[src/hw/rtl/stt_pkg.sv]
// Shared types and constants for the segment table translator.
// Used by stt_ctrl, stt_datapath and segment_table_translator_unit.
package stt_pkg;

    localparam int TABLE_ENTRIES_DEF = 16;
    localparam int ADDRESS_BITS_DEF  = 32;

    localparam int SEG_W    = 8;
    localparam int FIELD_W  = 32;
    localparam int STATUS_W = 3;
    localparam int PHYS_W   = 33;

    localparam logic CMD_INSERT    = 1'b0;
    localparam logic CMD_TRANSLATE = 1'b1;

    localparam logic [STATUS_W-1:0] ST_INSERTED    = 3'd0;
    localparam logic [STATUS_W-1:0] ST_TRANSLATED  = 3'd1;
    localparam logic [STATUS_W-1:0] ST_LIMIT_FAULT = 3'd2;
    localparam logic [STATUS_W-1:0] ST_MISSING     = 3'd3;
    localparam logic [STATUS_W-1:0] ST_FULL        = 3'd4;

    // Commands from the controller to the datapath.
    typedef struct packed {
        logic req_load;    // capture the request fields
        logic mem_write;   // append the request to the table
        logic res_insert;  // result: inserted
        logic res_full;    // result: table full
        logic res_missing; // result: segment missing
        logic res_match;   // result: from the entry under compare
        logic out_load;    // move the result into the output register
    } t_dp_cmd;

    // Status from the datapath to the controller.
    typedef struct packed {
        logic seg_hit;     // entry read last cycle holds the requested segment
    } t_dp_stat;

endpackage

[src/hw/rtl/stt_ctrl.sv]
// Controller for the segment table translator: request FSM, entry count,
// scan index and output valid. Depends on stt_pkg.
module stt_ctrl #(
    parameter int TABLE_ENTRIES = 16,
    parameter int IDX_W         = 4,
    parameter int CNT_W         = 5
) (
    input  logic              i_clk,
    input  logic              i_rst_n,
    input  logic              i_valid,
    input  logic              i_command,
    output logic              o_stall,
    output logic              o_valid,
    input  logic              i_stall,
    input  stt_pkg::t_dp_stat i_stat,
    output stt_pkg::t_dp_cmd  o_cmd,
    output logic [IDX_W-1:0]  o_rd_addr,
    output logic [IDX_W-1:0]  o_wr_addr
);
    import stt_pkg::*;

    typedef enum logic [2:0] {
        S_IDLE = 3'b001,
        S_SCAN = 3'b010,
        S_DONE = 3'b100
    } t_state;

    t_state           r_state, n_state;
    logic [CNT_W-1:0] r_count, n_count;
    logic [IDX_W-1:0] r_idx, n_idx;
    logic             r_issue, n_issue;
    logic             r_chk, n_chk;
    logic             r_chk_last, n_chk_last;
    logic             r_out_valid, n_out_valid;

    logic accept;
    logic out_free;
    logic idx_last;

    assign accept    = i_valid && (r_state == S_IDLE);
    assign out_free  = !r_out_valid || !i_stall;
    assign idx_last  = (CNT_W'(r_idx) == (r_count - CNT_W'(1)));
    assign o_stall   = (r_state != S_IDLE);
    assign o_valid   = r_out_valid;
    assign o_rd_addr = r_idx;
    assign o_wr_addr = r_count[IDX_W-1:0];

    always_comb begin
        n_state     = r_state;
        n_count     = r_count;
        n_idx       = r_idx;
        n_issue     = r_issue;
        n_chk       = r_chk;
        n_chk_last  = r_chk_last;
        n_out_valid = r_out_valid;
        o_cmd       = '0;

        if (r_out_valid && !i_stall) begin
            n_out_valid = 1'b0;
        end

        unique case (r_state)
            S_IDLE: begin
                if (accept) begin
                    o_cmd.req_load = 1'b1;
                    if (i_command == CMD_INSERT) begin
                        if (r_count >= CNT_W'(TABLE_ENTRIES)) begin
                            o_cmd.res_full = 1'b1;
                        end else begin
                            o_cmd.mem_write  = 1'b1;
                            o_cmd.res_insert = 1'b1;
                            n_count          = r_count + CNT_W'(1);
                        end
                        n_state = S_DONE;
                    end else if (r_count == '0) begin
                        o_cmd.res_missing = 1'b1;
                        n_state           = S_DONE;
                    end else begin
                        n_idx      = '0;
                        n_issue    = 1'b1;
                        n_chk      = 1'b0;
                        n_chk_last = 1'b0;
                        n_state    = S_SCAN;
                    end
                end
            end
            S_SCAN: begin
                // oldest entry is checked first, so the first hit wins
                if (r_chk && i_stat.seg_hit) begin
                    o_cmd.res_match = 1'b1;
                    n_state         = S_DONE;
                end else if (r_chk && r_chk_last) begin
                    o_cmd.res_missing = 1'b1;
                    n_state           = S_DONE;
                end else begin
                    n_chk      = r_issue;
                    n_chk_last = r_issue && idx_last;
                    if (r_issue) begin
                        n_idx   = r_idx + IDX_W'(1);
                        n_issue = !idx_last;
                    end
                end
            end
            S_DONE: begin
                // hold the result until the output register is free
                if (out_free) begin
                    o_cmd.out_load = 1'b1;
                    n_out_valid    = 1'b1;
                    n_state        = S_IDLE;
                end
            end
            default: begin
                n_state = S_IDLE;
            end
        endcase
    end

    always_ff @(posedge i_clk) begin
        if (!i_rst_n) begin
            r_state     <= S_IDLE;
            r_count     <= '0;
            r_idx       <= '0;
            r_issue     <= 1'b0;
            r_chk       <= 1'b0;
            r_chk_last  <= 1'b0;
            r_out_valid <= 1'b0;
        end else begin
            r_state     <= n_state;
            r_count     <= n_count;
            r_idx       <= n_idx;
            r_issue     <= n_issue;
            r_chk       <= n_chk;
            r_chk_last  <= n_chk_last;
            r_out_valid <= n_out_valid;
        end
    end

endmodule

[src/hw/rtl/stt_datapath.sv]
// Datapath for the segment table translator: request registers, entry
// memory, segment compare, limit check, adder and output register. Depends on stt_pkg.
module stt_datapath #(
    parameter int TABLE_ENTRIES = 16,
    parameter int IDX_W         = 4,
    parameter int AW            = 32
) (
    input  logic                           i_clk,
    input  stt_pkg::t_dp_cmd               i_cmd,
    input  logic [IDX_W-1:0]               i_rd_addr,
    input  logic [IDX_W-1:0]               i_wr_addr,
    input  logic [stt_pkg::SEG_W-1:0]      i_segment_number,
    input  logic [stt_pkg::FIELD_W-1:0]    i_base_address,
    input  logic [stt_pkg::FIELD_W-1:0]    i_limit_value,
    input  logic [stt_pkg::FIELD_W-1:0]    i_offset_value,
    output stt_pkg::t_dp_stat              o_stat,
    output logic [stt_pkg::STATUS_W-1:0]   o_status,
    output logic [stt_pkg::PHYS_W-1:0]     o_physical_address
);
    import stt_pkg::*;

    logic [SEG_W-1:0] mem_seg   [TABLE_ENTRIES];
    logic [AW-1:0]    mem_base  [TABLE_ENTRIES];
    logic [AW-1:0]    mem_limit [TABLE_ENTRIES];

    logic [SEG_W-1:0]    r_seg;
    logic [AW-1:0]       r_off;
    logic [SEG_W-1:0]    r_rd_seg;
    logic [AW-1:0]       r_rd_base;
    logic [AW-1:0]       r_rd_limit;
    logic [STATUS_W-1:0] r_res_status;
    logic [PHYS_W-1:0]   r_res_phys;
    logic [STATUS_W-1:0] r_out_status;
    logic [PHYS_W-1:0]   r_out_phys;

    logic [AW:0] sum;
    logic        in_limit;

    assign o_stat.seg_hit     = (r_rd_seg == r_seg);
    assign sum                = (AW+1)'(r_rd_base) + (AW+1)'(r_off);
    assign in_limit           = (r_off < r_rd_limit);
    assign o_status           = r_out_status;
    assign o_physical_address = r_out_phys;

    always_ff @(posedge i_clk) begin
        if (i_cmd.mem_write) begin
            mem_seg[i_wr_addr]   <= i_segment_number;
            mem_base[i_wr_addr]  <= i_base_address[AW-1:0];
            mem_limit[i_wr_addr] <= i_limit_value[AW-1:0];
        end
        r_rd_seg   <= mem_seg[i_rd_addr];
        r_rd_base  <= mem_base[i_rd_addr];
        r_rd_limit <= mem_limit[i_rd_addr];
    end

    always_ff @(posedge i_clk) begin
        if (i_cmd.req_load) begin
            r_seg <= i_segment_number;
            r_off <= i_offset_value[AW-1:0];
        end

        priority if (i_cmd.res_insert) begin
            r_res_status <= ST_INSERTED;
            r_res_phys   <= '0;
        end else if (i_cmd.res_full) begin
            r_res_status <= ST_FULL;
            r_res_phys   <= '0;
        end else if (i_cmd.res_missing) begin
            r_res_status <= ST_MISSING;
            r_res_phys   <= '0;
        end else if (i_cmd.res_match) begin
            if (in_limit) begin
                r_res_status <= ST_TRANSLATED;
                r_res_phys   <= PHYS_W'(sum);
            end else begin
                r_res_status <= ST_LIMIT_FAULT;
                r_res_phys   <= '0;
            end
        end

        if (i_cmd.out_load) begin
            r_out_status <= r_res_status;
            r_out_phys   <= r_res_phys;
        end
    end

endmodule

[src/hw/rtl/segment_table_translator_unit.sv]
// Segment table translator, top level: instantiates stt_ctrl and stt_datapath.
// Depends on stt_pkg.
//
// Usage:
//   Request channel (i_valid / o_stall) carries i_command with the segment
//   number, base, limit and offset. Insert appends an entry (table full
//   refuses it); translate finds the oldest entry with the segment number
//   and returns base + offset when the offset is below the limit, else a
//   limit fault, or segment missing when no entry matches.
//   Result channel (o_valid / i_stall) carries o_status and o_physical_address,
//   exactly one result per request, in order.
//   Insert, and translate on an empty table, finish without a table scan;
//   any other translate scans from the oldest entry until one matches or
//   all have been checked. The entry memory is scanned one entry per cycle
//   through its registered read port. One request is in work at a time; the
//   next is taken at the edge after the previous result is loaded into the
//   output register.
//   Reset empties the table (entry count to zero) and drops any result.
//   While the receiver stalls, the result is held; one further request is
//   taken and worked, then waits until the output register frees up.
module segment_table_translator_unit #(
    parameter int TABLE_ENTRIES = stt_pkg::TABLE_ENTRIES_DEF,
    parameter int ADDRESS_BITS  = stt_pkg::ADDRESS_BITS_DEF
) (
    input  logic                         i_clk,
    input  logic                         i_rst_n,
    input  logic                         i_valid,
    output logic                         o_stall,
    input  logic                         i_command,
    input  logic [stt_pkg::SEG_W-1:0]    i_segment_number,
    input  logic [stt_pkg::FIELD_W-1:0]  i_base_address,
    input  logic [stt_pkg::FIELD_W-1:0]  i_limit_value,
    input  logic [stt_pkg::FIELD_W-1:0]  i_offset_value,
    output logic                         o_valid,
    input  logic                         i_stall,
    output logic [stt_pkg::STATUS_W-1:0] o_status,
    output logic [stt_pkg::PHYS_W-1:0]   o_physical_address
);
    import stt_pkg::*;

    localparam int IDX_W = (TABLE_ENTRIES > 1) ? $clog2(TABLE_ENTRIES) : 1;
    localparam int CNT_W = $clog2(TABLE_ENTRIES + 1);
    localparam int AW    = (ADDRESS_BITS < FIELD_W) ? ADDRESS_BITS : FIELD_W;

    t_dp_cmd          dp_cmd;
    t_dp_stat         dp_stat;
    logic [IDX_W-1:0] rd_addr;
    logic [IDX_W-1:0] wr_addr;

    stt_ctrl #(
        .TABLE_ENTRIES (TABLE_ENTRIES),
        .IDX_W         (IDX_W),
        .CNT_W         (CNT_W)
    ) u_ctrl (
        .i_clk     (i_clk),
        .i_rst_n   (i_rst_n),
        .i_valid   (i_valid),
        .i_command (i_command),
        .o_stall   (o_stall),
        .o_valid   (o_valid),
        .i_stall   (i_stall),
        .i_stat    (dp_stat),
        .o_cmd     (dp_cmd),
        .o_rd_addr (rd_addr),
        .o_wr_addr (wr_addr)
    );

    stt_datapath #(
        .TABLE_ENTRIES (TABLE_ENTRIES),
        .IDX_W         (IDX_W),
        .AW            (AW)
    ) u_datapath (
        .i_clk              (i_clk),
        .i_cmd              (dp_cmd),
        .i_rd_addr          (rd_addr),
        .i_wr_addr          (wr_addr),
        .i_segment_number   (i_segment_number),
        .i_base_address     (i_base_address),
        .i_limit_value      (i_limit_value),
        .i_offset_value     (i_offset_value),
        .o_stat             (dp_stat),
        .o_status           (o_status),
        .o_physical_address (o_physical_address)
    );

endmodule

[config.mk]
export PLATFORM = sky130hd
export DESIGN_NAME = segment_table_translator_unit
export DESIGN_NICKNAME = d
export VERILOG_FILES = /design/src/hw/rtl/stt_pkg.sv /design/src/hw/rtl/stt_ctrl.sv /design/src/hw/rtl/stt_datapath.sv /design/src/hw/rtl/segment_table_translator_unit.sv
export SDC_FILE = /design/constraint.sdc
export NUM_CORES = 1
export LEC_CHECK = 0
export BUFFER_PORTS_ARGS = -buffer_cell sky130_fd_sc_hd__clkbuf_2
export CORE_MARGIN = 4
export CORE_UTILIZATION = 50
export CTS_CLUSTER_SIZE = 28
export DETAILED_ROUTE_END_ITERATION = 7
export PLACE_DENSITY = 0.66
export SLEW_MARGIN = 20
export SYNTH_ARGS = -nofsm -noshare
export SYNTH_HDL_FRONTEND = slang
export SYNTH_SLANG_ARGS = --single-unit
[constraint.sdc]
create_clock -name i_clk -period 8.7 [get_ports i_clk]
set_clock_uncertainty 0.1 [all_clocks]
set_input_delay 1.305 -clock i_clk [delete_from_list [all_inputs] [get_ports i_clk]]
set_output_delay 1.305 -clock i_clk [all_outputs]
set_load 0.01 [all_outputs]
==> flow_summary_export.csv <==
group,metric,value,unit
run_status,status,"complete, no violations",
power,powerDensity,226,nW/um^2
yosys,synth_common_cells,"edfxtp_1, mux2i_1, o21ai_0, mux4_2, dfxtp_1",
yosys,avgSynthCellArea,18.2,sq um
floorplanning,die_h,331,um
worst_hold_path,min_from,"u_datapath.r_res_status[1]",
clocking,cts_sinks,1352,
worst_hold_path,whs_path_depth,0,
route,vias_per_cell,6.09,
global_routing,grt_max_degree,135,
sta,hold_slack,0.336,ns
clocking,clk_pin_slew,0.06,ns
power,p_leak,19.0,nW
worst_setup_path,reg2reg_slack,4.25,ns
sta,maxSlewViolCount,0,
yosys,syn_nets,3045,
global_routing,grt_overflow,0,
route,firstDrtPassIters,7,
worst_setup_path,reg2regPathDepth,6,
yosys,ys_types,61,
clocking,cts-buffers-inserted,137,
yosys,synthArstFlopShare,0,%
route,routed-via-count,27806,
worst_setup_path,critPathKind,"register to register",
global_routing,antenna_found_initial,12,
sta,fin_crit_sh,51.1,%
floorplanning,initial_core_util,50.4,%
placed_design,place_hpwl,76.4,mm
floorplanning,die_area,110000,sq um
worst_setup_path,cp.required,8.96,ns
worst_setup_path,start_kind,"register",
sta,fmax,225,MHz
route,detail_route.wl_per_cell,28.1,um
worst_setup_path,crit_fanout,49,
power,vdd_ir_drop_max,0.184,mV
route,drc_errors,0,
clocking,clock_tree.buffer_depth,3,
clocking,cts_htree_levels,4,
worst_hold_path,min_to,"u_datapath.o_status[1]",
sta,rsz0062_at_grt,"no",
route,ant_nets,0,
yosys,synth-seq-cells,1352,
floorplanning,die_x,331,um
sta,setup_viol,0,
sta,maxSlewHeadroom,24.7,%
floorplanning,rows,118,
final_layout,final_nets,3242,
job,drv_cap,0,
placed_design,routabilityCongestion,0.873,
sta,hold_viol,0,
sta,fin_crit,4.45,ns
route,first_iter_violations,3076,
clocking,post_cts_buffers,0,
clocking,insertion_delay,0.75,ns
yosys,yosys.area.top_type_share,70.7,%
final_layout,num-fill-cells,7582,
final_layout,area_growth,13.3,%
floorplanning,fp.coreArea,103000,sq um
global_routing,grt_usage,23.4,%
global_routing,grt_pass1_vias,27174,
placed_design,portBuffers,146,
yosys,synth_edf_count,1228,
yosys,synth_area_leaders,"edfxtp_1, mux4_2, dfxtp_1",
final_layout,multi_input_comb_area,12200,sq um
yosys,synth_ff_type,"edfxtp_1",
yosys,syn_area,52200,sq um
sta,totalNegativeSetupSlack,0,ns
worst_setup_path,critPathArrivalTime,4.70,ns
route,totalWireLength,128,mm
final_layout,drive_gt1_share,20.1,%
sta,worst_slew_pin_slew,1.13,ns
yosys,synth_warnings,0,
final_layout,area.sequential,39400,sq um
yosys,synth.most_common_cell,"edfxtp_1",
worst_setup_path,reg2reg_from,"u_ctrl.r_state[0]",
yosys,postSynthCellCount,2866,
clocking,clock-root-buffer,"clkbuf_16",
clocking,cts_tree,"yes",
yosys,synth_top_area_cell,"edfxtp_1",
worst_setup_path,reg2reg_to,"u_datapath.mem_limit[15][24]",
yosys,seq_area_frac_synth,75.4,%
worst_hold_path,min_path_type,"register to register",
floorplanning,boundaryPins,147,
global_routing,grt_pass1_wl,185,mm
worst_setup_path,worstSetupEndpointType,"register",
clocking,cts_resized,0,
clocking,hold_buffers,0,
==> final cells by class <==
class | count | share of cell area [%]
sequential | 1352 | 66.6
multi-input combinational | 1328 | 20.7
clock buffer | 197 | 6.53
tap | 1380 | 2.92
timing repair buffer | 194 | 1.99
clock inverter | 55 | 0.961
inverter | 50 | 0.317
antenna | 8 | 0.0339
==> registers in the layout (all words and copies together), names as in the netlist, 8 cells and up <==
| register | cells |
|---|---|
| u_datapath.mem_seg | 128 |
| u_datapath.r_seg | 8 |
| u_datapath.mem_base | 512 |
| u_datapath.r_rd_base | 32 |
| u_datapath.r_rd_limit | 32 |
| u_datapath.mem_limit | 512 |
| u_datapath.r_res_phys | 33 |
| u_datapath.o_physical_address | 33 |
| u_datapath.r_off | 32 |
| u_datapath.r_rd_seg | 8 |
==> cells by family (layout without fill, tap and decap cells) <==
| kind of cell | count (synthesis) | after routing | share of synthesized area, % |
|---|---|---|---|
| other cells | 0 | 8 | 0 |
| compound gates | 533 | 533 | 6.59 |
| mux | 433 | 433 | 11.9 |
| flops | 1352 | 1352 | 75.4 |
| buf+inv | 186 | 496 | 1.40 |
| fa+ha+maj | 70 | 70 | 1.69 |
| simple gates | 247 | 247 | 2.18 |
| xor+xnor | 45 | 45 | 0.755 |
==> placed cells by master (no fill, tap or decap), types with 12 or more instances in the layout <==
cell type  Yosys  layout
edfxtp_1    1228    1228
mux2i_1      217     217
o21ai_0      170     169
clkbuf_2       0     146
mux4_2       144     144
clkbuf_16      0     142
dfxtp_1      124     120
nand2_1      111     110
a21oi_1      108     107
a22oi_1       92      92
a221oi_1      73      73
mux2_2        72      72
ha_1          69      69
inv_1         50      49
nor2_1        59      47
clkbuf_1      93      45
buf_4          2      39
xnor2_1       33      33
a21o_1        26      26
clkinv_1       0      16
clkinv_2       0      16
nor2_4         0      12
nand4_1       12      12
xor2_1        12      12
a22o_1        12      12
==> layer usage <==
layer  part of all wire [%]  global-route usage (%)  vias up
met3                    9.2                    5.45      147
met2                     45                    34.8     1231
met4                    1.7                    5.29        4
li1                       -                       -    11934
met5                  0.023                       0        -
met1                     44                    35.5    14490
==> worst max-delay path, cell delays in order, from the launching register on <==
cell	delay (ns)
dfxtp_1	0.42
nor3b_1	0.45
nand2_1	0.27
nor3_2	0.66
nand2_1	0.46
nor2_4	0.83
buf_4	0.81
==> how the worst max path moves through the flow <==
stage                           start                      endpoint  slack, ns  cells past startpoint
detailed placement            i_valid   u_datapath.mem_base[10][29]       3.71                      6
global placement              i_valid   u_datapath.mem_limit[10][1]       3.84                      6
floorplan                     i_valid     u_datapath.mem_base[3][0]       1.14                      4
finish              u_ctrl.r_state[0]  u_datapath.mem_limit[15][24]       4.25                      6
CTS                 u_ctrl.r_state[0]  u_datapath.mem_limit[10][10]       4.15                      6
global route        u_ctrl.r_state[0]  u_datapath.mem_limit[15][25]       4.07                      6
==> through the flow <==
step                setup slack (ns)  area (sq um)  utilization (%)  instances  total power [W]
CTS                             4.15         59000             57.0       4551           0.0135
global placement                3.84         54600             52.7       4299          0.00778
detailed placement              3.71         54600             52.8       4299          0.00780
global route                    4.07         59100             57.1       4559           0.0138
floorplan                       1.14         52200                -       2866          0.00756
finish                          4.25         59100             57.1       4564           0.0134
==> where the power goes <==
| part | switching [W] | leakage, nW | internal (W) | total (W) |
|---|---|---|---|---|
| Combinational | 0.000306 | 4.79 | 0.000150 | 0.000456 |
| Sequential | 0.0000574 | 12.1 | 0.00716 | 0.00721 |
| Clock | 0.00242 | 2.15 | 0.00330 | 0.00571 |
| Total | 0.00278 | 19.0 | 0.0106 | 0.0134 |
Note: power is estimated with default switching activity, not from simulation.
